==> src/rtl/bsc_pkg.sv <==
// ----------------------------------------------------------------------------
// bsc_pkg: shared types and codes for the banker's safety check block
// Request and result payloads, item kinds, status codes, register indexes
// and the command and status groups between controller and datapath.
// ----------------------------------------------------------------------------
package bsc_pkg;

  localparam int KIND_W     = 3;
  localparam int PIDX_W     = 4;
  localparam int RIDX_W     = 3;
  localparam int AMT_W      = 16;
  localparam int STAT_W     = 3;
  localparam int SEQ_W      = 4;
  localparam int CFG_DATA_W = 5;

  localparam logic [KIND_W-1:0] KIND_LOAD_MAX  = 3'd0;
  localparam logic [KIND_W-1:0] KIND_LOAD_HELD = 3'd1;
  localparam logic [KIND_W-1:0] KIND_LOAD_FREE = 3'd2;
  localparam logic [KIND_W-1:0] KIND_REQUEST   = 3'd3;
  localparam logic [KIND_W-1:0] KIND_CHECK     = 3'd4;

  localparam logic [STAT_W-1:0] STAT_SEQ       = 3'd0;
  localparam logic [STAT_W-1:0] STAT_SAFE      = 3'd1;
  localparam logic [STAT_W-1:0] STAT_UNSAFE    = 3'd2;
  localparam logic [STAT_W-1:0] STAT_GRANTED   = 3'd3;
  localparam logic [STAT_W-1:0] STAT_OVER_NEED = 3'd4;
  localparam logic [STAT_W-1:0] STAT_OVER_FREE = 3'd5;

  localparam logic CFG_ACTIVE_PROCESSES = 1'b0;
  localparam logic CFG_ACTIVE_RESOURCES = 1'b1;

  typedef struct packed {
    logic [KIND_W-1:0] kind;
    logic [PIDX_W-1:0] process_index;
    logic [RIDX_W-1:0] resource_index;
    logic [AMT_W-1:0]  amount;
    logic              last_element;
  } request_t;

  typedef struct packed {
    logic [STAT_W-1:0] status;
    logic [SEQ_W-1:0]  seq_process;
    logic              last;
  } result_t;

  typedef struct packed {
    logic accept;
    logic free_wr;
    logic pend_wr;
    logic pend_clr;
    logic mem_rd;
    logic ld_wr_max;
    logic ld_wr_held;
    logic flag_clr;
    logic req_eval;
    logic work_init;
    logic tent;
    logic tent_hit;
    logic fit_set;
    logic chk_eval;
    logic add_eval;
    logic fin_set;
    logic cm_wr;
  } cmd_t;

  typedef struct packed {
    logic fit;
    logic over_need;
    logic over_free;
    logic done;
  } stat_t;

endpackage

==> src/rtl/bsc_ctrl.sv <==
// ----------------------------------------------------------------------------
// bsc_ctrl: sequencer for loads, request checks and the safety walk
// Decodes accepted requests, steps rows and columns, issues datapath
// commands and drives the registered result strobe.
// ----------------------------------------------------------------------------
module bsc_ctrl #(
  parameter int MAX_P = 16,
  parameter int MAX_R = 8,
  localparam int PW   = $clog2(MAX_P),
  localparam int RW   = (MAX_R > 1) ? $clog2(MAX_R) : 1,
  localparam int NPW  = $clog2(MAX_P + 1),
  localparam int NRW  = $clog2(MAX_R + 1)
) (
  input  logic              clk,
  input  logic              rst,
  input  logic              start,
  input  bsc_pkg::request_t request,
  input  logic [NPW-1:0]    np,
  input  logic [NRW-1:0]    nr,
  input  bsc_pkg::stat_t    stat,
  input  logic [PW-1:0]     seq_out,
  output logic              busy,
  output bsc_pkg::cmd_t     cmd,
  output logic [PW-1:0]     row,
  output logic [RW-1:0]     col,
  output logic [PW-1:0]     seq_idx,
  output logic              result_valid,
  output bsc_pkg::result_t  result
);
  import bsc_pkg::*;

  localparam logic [3:0] S_IDLE    = 4'd0;
  localparam logic [3:0] S_LD_RD   = 4'd1;
  localparam logic [3:0] S_LD_WR   = 4'd2;
  localparam logic [3:0] S_RQ_RD   = 4'd3;
  localparam logic [3:0] S_RQ_EV   = 4'd4;
  localparam logic [3:0] S_RQ_DEC  = 4'd5;
  localparam logic [3:0] S_SF_INIT = 4'd6;
  localparam logic [3:0] S_SF_NEXT = 4'd7;
  localparam logic [3:0] S_SF_CRD  = 4'd8;
  localparam logic [3:0] S_SF_CEV  = 4'd9;
  localparam logic [3:0] S_SF_CDEC = 4'd10;
  localparam logic [3:0] S_SF_ARD  = 4'd11;
  localparam logic [3:0] S_SF_AEV  = 4'd12;
  localparam logic [3:0] S_CM_RD   = 4'd13;
  localparam logic [3:0] S_CM_WR   = 4'd14;
  localparam logic [3:0] S_EMIT    = 4'd15;

  logic [3:0]     state, state_next;
  logic [PW-1:0]  proc, proc_next;
  logic [PW-1:0]  req_row, req_row_next;
  logic [RW-1:0]  col_c, col_next;
  logic [NPW-1:0] n_c, n_next;
  logic [NPW-1:0] e_c, e_next;
  logic           moved, moved_next;
  logic           mode_req, mode_req_next;
  logic           ld_max, ld_max_next;
  logic           res_valid_next;
  result_t        res_next;

  logic           pok, rok, last_col, last_proc, adv, adv_fin, moved_v;
  logic [NPW-1:0] n_v;
  logic           sf_state;

  assign pok       = int'(request.process_index) < int'(np);
  assign rok       = int'(request.resource_index) < int'(nr);
  assign last_col  = (NRW'(col_c) + NRW'(1)) == nr;
  assign last_proc = (NPW'(proc) + NPW'(1)) == np;
  assign sf_state  = (state == S_SF_NEXT) || (state == S_SF_CRD) || (state == S_SF_CEV) ||
                     (state == S_SF_CDEC) || (state == S_SF_ARD) || (state == S_SF_AEV);
  assign busy      = state != S_IDLE;
  assign row       = sf_state ? proc : req_row;
  assign col       = col_c;
  assign seq_idx   = (state == S_EMIT) ? PW'(e_c) : PW'(n_c);

  always_comb begin
    state_next     = state;
    proc_next      = proc;
    req_row_next   = req_row;
    col_next       = col_c;
    n_next         = n_c;
    e_next         = e_c;
    moved_next     = moved;
    mode_req_next  = mode_req;
    ld_max_next    = ld_max;
    res_valid_next = 1'b0;
    res_next       = result;
    cmd            = '0;
    cmd.tent       = mode_req;
    cmd.tent_hit   = mode_req && (proc == req_row);
    adv            = 1'b0;
    adv_fin        = 1'b0;
    moved_v        = moved;
    n_v            = n_c;

    case (state)
      S_IDLE: begin
        if (start) begin
          cmd.accept = 1'b1;
          case (request.kind)
            KIND_LOAD_MAX, KIND_LOAD_HELD: begin
              if (pok && rok) begin
                req_row_next = PW'(request.process_index);
                col_next     = RW'(request.resource_index);
                ld_max_next  = request.kind == KIND_LOAD_MAX;
                state_next   = S_LD_RD;
              end
            end
            KIND_LOAD_FREE: begin
              cmd.free_wr = rok;
            end
            KIND_REQUEST: begin
              cmd.pend_wr = rok;
              if (request.last_element) begin
                if (!pok) begin
                  cmd.pend_clr = 1'b1;
                end else begin
                  req_row_next = PW'(request.process_index);
                  col_next     = '0;
                  cmd.flag_clr = 1'b1;
                  state_next   = S_RQ_RD;
                end
              end
            end
            KIND_CHECK: begin
              mode_req_next = 1'b0;
              state_next    = S_SF_INIT;
            end
            default: ;
          endcase
        end
      end
      S_LD_RD: begin
        cmd.mem_rd = 1'b1;
        state_next = S_LD_WR;
      end
      S_LD_WR: begin
        cmd.ld_wr_max  = ld_max;
        cmd.ld_wr_held = !ld_max;
        state_next     = S_IDLE;
      end
      S_RQ_RD: begin
        cmd.mem_rd = 1'b1;
        state_next = S_RQ_EV;
      end
      S_RQ_EV: begin
        cmd.req_eval = 1'b1;
        if (last_col) begin
          state_next = S_RQ_DEC;
        end else begin
          col_next   = col_c + RW'(1);
          state_next = S_RQ_RD;
        end
      end
      S_RQ_DEC: begin
        if (stat.over_need || stat.over_free) begin
          cmd.pend_clr   = 1'b1;
          res_valid_next = 1'b1;
          res_next       = '{stat.over_need ? STAT_OVER_NEED : STAT_OVER_FREE, '0, 1'b1};
          state_next     = S_IDLE;
        end else begin
          mode_req_next = 1'b1;
          state_next    = S_SF_INIT;
        end
      end
      S_SF_INIT: begin
        cmd.work_init = 1'b1;
        proc_next     = '0;
        n_next        = '0;
        moved_next    = 1'b0;
        state_next    = S_SF_NEXT;
      end
      S_SF_NEXT: begin
        if (stat.done) begin
          adv = 1'b1;
        end else begin
          col_next    = '0;
          cmd.fit_set = 1'b1;
          state_next  = S_SF_CRD;
        end
      end
      S_SF_CRD: begin
        cmd.mem_rd = 1'b1;
        state_next = S_SF_CEV;
      end
      S_SF_CEV: begin
        cmd.chk_eval = 1'b1;
        if (last_col) begin
          state_next = S_SF_CDEC;
        end else begin
          col_next   = col_c + RW'(1);
          state_next = S_SF_CRD;
        end
      end
      S_SF_CDEC: begin
        if (stat.fit) begin
          col_next   = '0;
          state_next = S_SF_ARD;
        end else begin
          adv = 1'b1;
        end
      end
      S_SF_ARD: begin
        cmd.mem_rd = 1'b1;
        state_next = S_SF_AEV;
      end
      S_SF_AEV: begin
        cmd.add_eval = 1'b1;
        if (last_col) begin
          cmd.fin_set = 1'b1;
          adv         = 1'b1;
          adv_fin     = 1'b1;
        end else begin
          col_next   = col_c + RW'(1);
          state_next = S_SF_ARD;
        end
      end
      S_CM_RD: begin
        cmd.mem_rd = 1'b1;
        state_next = S_CM_WR;
      end
      S_CM_WR: begin
        cmd.cm_wr = 1'b1;
        if (last_col) begin
          cmd.pend_clr = 1'b1;
          e_next       = '0;
          state_next   = S_EMIT;
        end else begin
          col_next   = col_c + RW'(1);
          state_next = S_CM_RD;
        end
      end
      S_EMIT: begin
        res_valid_next = 1'b1;
        if (e_c == n_c) begin
          res_next   = '{mode_req ? STAT_GRANTED : STAT_SAFE, '0, 1'b1};
          state_next = S_IDLE;
        end else begin
          res_next = '{STAT_SEQ, SEQ_W'(seq_out), 1'b0};
          e_next   = e_c + NPW'(1);
        end
      end
      default: state_next = S_IDLE;
    endcase

    // advance to the next process; close the pass on the last one
    if (adv) begin
      moved_v    = moved || adv_fin;
      n_v        = n_c + NPW'(adv_fin);
      n_next     = n_v;
      moved_next = moved_v;
      if (last_proc) begin
        if (n_v == np) begin
          col_next   = '0;
          e_next     = '0;
          state_next = mode_req ? S_CM_RD : S_EMIT;
        end else if (!moved_v) begin
          cmd.pend_clr   = mode_req;
          res_valid_next = 1'b1;
          res_next       = '{STAT_UNSAFE, '0, 1'b1};
          state_next     = S_IDLE;
        end else begin
          proc_next  = '0;
          moved_next = 1'b0;
          state_next = S_SF_NEXT;
        end
      end else begin
        proc_next  = proc + PW'(1);
        state_next = S_SF_NEXT;
      end
    end
  end

  always_ff @(posedge clk) begin
    if (rst) begin
      state        <= S_IDLE;
      result_valid <= 1'b0;
      mode_req     <= 1'b0;
    end else begin
      state        <= state_next;
      result_valid <= res_valid_next;
      mode_req     <= mode_req_next;
    end
  end

  always_ff @(posedge clk) begin
    proc    <= proc_next;
    req_row <= req_row_next;
    col_c   <= col_next;
    n_c     <= n_next;
    e_c     <= e_next;
    moved   <= moved_next;
    ld_max  <= ld_max_next;
    result  <= res_next;
  end

endmodule

==> config.mk <==
export PLATFORM = sky130hd
export DESIGN_NAME = bsc_ctrl
export DESIGN_NICKNAME = d
export VERILOG_FILES = /design/src/rtl/bsc_pkg.sv /design/src/rtl/bsc_ctrl.sv
export SDC_FILE = /design/constraint.sdc
export NUM_CORES = 1
export LEC_CHECK = 0
export BUFFER_PORTS_ARGS = -buffer_cell sky130_fd_sc_hd__buf_2
export CAP_MARGIN = 10
export CORE_UTILIZATION = 52
export DETAILED_ROUTE_END_ITERATION = 8
export MAX_ROUTING_LAYER = met4
export PLACE_DENSITY_LB_ADDON = 0.3
export SLEW_MARGIN = 30
export SYNTH_ARGS = -nofsm -noshare
export SYNTH_HDL_FRONTEND = slang
export SYNTH_SLANG_ARGS = --single-unit
==> constraint.sdc <==
create_clock -name clk -period 4.45 [get_ports clk]
set_input_delay 0.445 -clock clk [delete_from_list [all_inputs] [get_ports clk]]
set_output_delay 0.445 -clock clk [all_outputs]
set_load 0.02 [all_outputs]
==> impl_metrics.json, run 1 <==
{
  "grt_pass1_wl_um": 11500,
  "setup_ws_ps": 268,
  "clock_skew_ps": 11.5,
  "holdPathEnd": "req_row[1]",
  "synth_edf_count": 11,
  "r2r_slack_ps": 910,
  "cts_buffers": 5,
  "dieArea_um2": 5570,
  "critical_path_buf_inv_count": 1,
  "relSlewSlack_pct": 50.8,
  "critPathRequiredTime_ps": 4010,
  "worstPathArrival_ps": 3740,
  "critPathKind": "flop to output pin",
  "slowest_stage": "a2111oi_4",
  "io_buffers": 68,
  "clk_latency_ps": 290,
  "muxShareOfSynthArea_pct": 2.87,
  "ys_async_sr_fraction_pct": 0,
  "cts_tree": "yes",
  "syn-mean-instance-area_um2": 8.34,
  "drt_wl_total_um": 7010,
  "htreeDepth": 2,
  "finalSetupTns_ps": 0,
  "multiInputGateArea_um2": 1780,
  "ir_drop_uv": 220,
  "layout.area.seq_um2": 851,
  "path_max_fanout": 7,
  "power_mw": 0.926,
  "layout_common_cells": "68 x buf_2, 34 x nor2_1, 27 x nand2_1, 26 x dfxtp_1, 19 x a21oi_1",
  "antenna_found_initial": 0,
  "areaGrowthSynthToFinish_pct": 17.6,
  "routedWlPerCell_um": 15.1,
  "syn_nets": 386,
  "grt_overflow": 0,
  "remaining_drc_errors": 0,
  "reg2reg_depth": 13,
  "drt-met1-wl_um": 3120,
  "fin_nets": 451,
  "synth_seq_cells": 37,
  "design_area_um2": 3230,
  "synth_top_family_by_area": "simple AND/OR/NAND/NOR gates",
  "grt_max_degree": 27,
  "io_pins": 85,
  "final_util_pct": 63.2,
  "yosys.area_share.simple_pct": 25.9,
  "avgViaCountPerCell": 5.82,
  "hold_viol": 0,
  "max_freq_ghz": 0.239,
  "hold_path_class": "input pin to flop",
  "initial_core_util_pct": 53.7,
  "synth_adder_area_share_pct": 4.56,
  "worstReg2RegEnd": "state[0]",
  "drive_above_1_share_pct": 25.3,
  "die_y_um": 74.7,
  "synth_cell_type_count": 59,
  "drtIter0Drc": 181,
  "diodes": 0,
  "grt_pass1_vias": 2466,
  "vias": 2705,
  "ys.flop_type": "dfxtp_1",
  "clk_pin_slew_ps": 80,
  "final_common_cell": "buf_2",
  "hold_depth": 1,
  "wl_met2_um": 3410,
  "placed_cells": 456,
  "gp_congestion": 0.869,
  "cp-end-kind": "output pin",
  "wl_met3_um": 440,
  "setup_viol": 0,
  "cpPeakStageDelay_ps": 440,
  "first_pass_iters": 5,
  "final_cells": 465,
  "period_minus_slack_ps": 4180,
  "slew_violations": 0,
  "synth_cells": 329,
  "fillCellCount": 469,
  "worst_hold_slack_ps": 347,
  "cts.path.max_buffers": 2,
  "crit_path_start_kind": "flop",
  "antenna_left": 0,
  "leakage_nw": 1.46,
  "yosysSeqAreaShare_pct": 31.0,
  "dpl-instance-area_um2": 3140,
  "pre_cts_ws_ps": 456,
  "clock_sinks": 37,
  "path_cells": "ha_1, xor2_1, or3_4, a2111oi_4, ha_1, ha_1, and3_1, xnor3_1, nand4_1, and2_1, and3_2, nand2_1, nand4_1, buf_2",
  "critical_path.most_common_cell": "ha_1",
  "synthXorXnorAreaFrac_pct": 10.1,
  "outcome": "complete, no violations",
  "syn_area_um2": 2750,
  "finalCritPeriodShare_pct": 94.0,
  "yosysWarnings": 0,
  "r2r_start": "col[0]",
  "power_density_nw_per_um2": 287,
  "die_width_um": 74.7,
  "crit_family": "simple AND/OR/NAND/NOR gates",
  "maxCapViolations": 0,
  "gr-usage-all-layers_pct": 27.7,
  "min_from": "request[21]",
  "core_area_um2": 5110,
  "synth_compound_area_share_pct": 21.2,
  "cts_root_buf": "clkbuf_8",
  "worst_pin_slew_ps": 738,
  "top_layer_used": "met4",
  "dp_hpwl_um": 5370,
  "rsz0062_at_grt": "no",
  "rows": 26
}
## flip-flops by register name (all words and copies together) (netlist names)
register      count
proc              4
req_row           4
col               3
n_c               5
mode_req          1
moved             1
state             4
result            8
result_valid      1
ld_max            1
e_c               5
## logic make-up after synthesis
family                     count (synthesis)
muxes                                      7
xor gates and xnor gates                  27
adders and majority gates                 10
AOI/OAI and AO/OA                         82
DFF                                       37
buffers and inverters                     28
and+or+nand+nor                          138
## metal layers
layer	track usage (%)	up-vias
met5	-	-
met3	4.28	4
met1	36.5	1272
li1	-	1330
met4	6.71	0
met2	44.8	99
## how the worst max path moves through the flow
stage / from / end / slack, ps / cells past startpoint
2_1_floorplan: col[0] / cmd[13] / 390 / 14
5_1_grt: col[0] / cmd[13] / 120 / 14
3_3_place_gp: col[0] / cmd[13] / 520 / 14
4_1_cts: col[0] / cmd[13] / 130 / 14
3_5_place_dp: col[0] / cmd[13] / 460 / 14
6_report: col[0] / cmd[13] / 270 / 14
## where the power goes
part,switching (mW),total [mW],internal [mW],leakage (nW)
clock,0.124,0.233,0.109,0.0450
combinational,0.178,0.298,0.120,1.10
sequential,0.0254,0.395,0.370,0.322
## Yosys cell counts, types with 10 or more instances
master	count	area, µm²
nand2_1	27	101
dfxtp_1	26	521
nor2_1	34	128
xnor2_1	11	96.3
nor3_1	16	80.1
ha_1	10	125
edfxtp_1	11	330
inv_1	12	45.0
a21oi_1	19	95.1
o21ai_0	15	75.1
xor2_1	13	114
## worst register-to-register path, delay by kind of cell (launching register included)
kind                       cells  cell delay (ps)
xor gates and xnor gates       2              320
DFF                            1              380
AOI/OAI and AO/OA              2              630
adders and majority gates      3              670
and+or+nand+nor                6             1470
## area by class of cell
type	instances	share of cell area [%]
well taps	70	2.71
inverters	12	1.40
clock inverters	2	0.310
clock buffers	6	2.25
flip-flops and latches	37	26.4
repair buffers	74	11.9
multi-input cells	264	55.0
## timing repair
action | in CTS | in global routing
hold endpoints to repair | 0 | 0
hold buffers | 0 | 0
buffers inserted | 0 | 1
endpoints found under the setup margin | 0 | 1
resized for setup | 0 | 1
Note: power is estimated with default switching activity, not from simulation.
==> run 2: changes to the inputs <==
==> constraint.sdc (replaced) <==
create_clock -name clk -period 4.45 [get_ports clk]
set_input_delay 0 -clock clk [delete_from_list [all_inputs] [get_ports clk]]
set_output_delay 0 -clock clk [all_outputs]
set_load 0.02 [all_outputs]
==> run 2 against run 1 <==
- die area unchanged
- clock-buffer cell count unchanged
- core utilization increased by 1.9 points
- final cell count increased by 1.7%
- routed wire length increased by 1.8%
- non-clock buffer count increased by 8
- maximum frequency increased by 6.7%
- highest routed layer unchanged
==> impl_metrics.json, run 2 (synthesis gave the netlist of run 1 again) <==
{
  "relSlewSlack_pct": 51.3,
  "critPathKind": "flop to output pin",
  "critical_path.most_common_cell": "ha_1",
  "diodes": 0,
  "path_max_fanout": 7,
  "finalSetupTns_ps": 0,
  "path_cells": "ha_1, xor2_1, or3_4, a2111oi_4, ha_1, ha_1, and3_1, xnor3_1, nand4_1, and2_1, and3_1, nand2_1, nand4_1, buf_2",
  "vias": 2719,
  "power_density_nw_per_um2": 286,
  "htreeDepth": 2,
  "dieArea_um2": 5570,
  "fin_nets": 459,
  "clock_sinks": 37,
  "drt_wl_total_um": 7140,
  "period_minus_slack_ps": 3920,
  "clock_skew_ps": 9.51,
  "placed_cells": 455,
  "die_y_um": 74.7,
  "grt_pass1_wl_um": 11200,
  "final_util_pct": 65.1,
  "routedWlPerCell_um": 15.1,
  "leakage_nw": 1.50,
  "design_area_um2": 3330,
  "largest_reg_flops": 8,
  "antenna_found_initial": 0,
  "core_area_um2": 5110,
  "critPathRequiredTime_ps": 4450,
  "slowest_stage": "a2111oi_4",
  "cpPeakStageDelay_ps": 450,
  "cts_tree": "yes",
  "dpl-instance-area_um2": 3130,
  "cts_resized": 0,
  "drtIter0Drc": 179,
  "clk_latency_ps": 300,
  "final_cells": 473,
  "hold_viol": 0,
  "io_pins": 85,
  "drive_above_1_share_pct": 24.3,
  "clk_pin_slew_ps": 70,
  "largestRegisters": "result (8), e_c (5), n_c (5)",
  "cts_buffers": 5,
  "slew_violations": 0,
  "cts_root_buf": "clkbuf_8",
  "io_buffers": 68,
  "critical_path_buf_inv_count": 1,
  "setup_ws_ps": 530,
  "grt_overflow": 0,
  "areaGrowthSynthToFinish_pct": 21.1,
  "rows": 26,
  "dp_hpwl_um": 5300,
  "worst_hold_slack_ps": 14.3,
  "fillCellCount": 442,
  "max_freq_ghz": 0.255,
  "power_mw": 0.952,
  "gr-usage-all-layers_pct": 27.1,
  "avgViaCountPerCell": 5.75,
  "gp_congestion": 0.865,
  "hold_path_class": "input pin to flop",
  "cts.path.max_buffers": 2,
  "initial_core_util_pct": 53.7,
  "grt_max_degree": 27,
  "finalCritPeriodShare_pct": 88.1,
  "worstPathArrival_ps": 3920,
  "cp-end-kind": "output pin",
  "remaining_drc_errors": 0,
  "first_pass_iters": 5,
  "layout_common_cells": "68 x buf_2, 34 x nor2_1, 27 x nand2_1, 26 x dfxtp_1, 19 x a21oi_1",
  "rsz0062_at_grt": "no",
  "setup_viol": 0,
  "maxCapViolations": 0,
  "crit_family": "simple AND/OR/NAND/NOR gates",
  "grt_pass1_vias": 2372,
  "final_common_cell": "buf_2",
  "crit_path_start_kind": "flop",
  "pre_cts_ws_ps": 841,
  "regMostFlops": "result",
  "ir_drop_uv": 238,
  "worst_pin_slew_ps": 730,
  "antenna_left": 0,
  "die_width_um": 74.7,
  "outcome": "complete, no violations"
}
run 2: layout make-up:
class | instances | area, µm² | share of cell area [%]
well taps | 70 | 87.6 | 2.63
repair buffers | 82 | 470 | 14.1
clock inverters | 2 | 13.8 | 0.414
inverters | 12 | 45.0 | 1.35
clock buffers | 6 | 82.6 | 2.48
multi-input cells | 264 | 1780 | 53.4
flip-flops and latches | 37 | 851 | 25.6
run 2: per-layer routing:
metal	GRT usage (%)	routed length, µm
met1	35.8	3180
met2	42.2	3480
met3	5.22	393
met4	7.97	84
met5	-	0
run 2: worst register-to-register path, cell delays in order (launching register included):
cell,delay [ps]
dfxtp_1,380
ha_1,270
xor2_1,190
or3_4,370
a2111oi_4,450
ha_1,230
ha_1,180
and3_1,200
xnor3_1,220
nand4_1,200
and2_1,220
and3_1,370
nor2_2,110
a22o_1,210
run 2: what timing repair did:
action | 4_1_cts | 5_1_grt
hold buffers | 10 | 0
setup endpoints to repair | 0 | 0
buffers inserted | 0 | 0
endpoints found under the hold margin | 14 | 0
run 2: final timing paths:
path / slack (ps) / startpoint / cells past startpoint / end
worst max-delay path: 530 / col[0] / 14 / cmd[13]
worst min-delay path: 10 / request[18] / 3 / col[1]
worst max register to register: 760 / col[0] / 13 / result[1]
worst min register to register: 470 / result[7] / 2 / result[7]
run 2: report_power, final:
| group | leakage [nW] | switching (mW) | internal [mW] | total [mW] |
|---|---|---|---|---|
| Combinational | 1.13 | 0.170 | 0.123 | 0.294 |
| Sequential | 0.322 | 0.0327 | 0.370 | 0.403 |
| Clock | 0.0512 | 0.130 | 0.126 | 0.255 |
| Total | 1.50 | 0.333 | 0.619 | 0.952 |
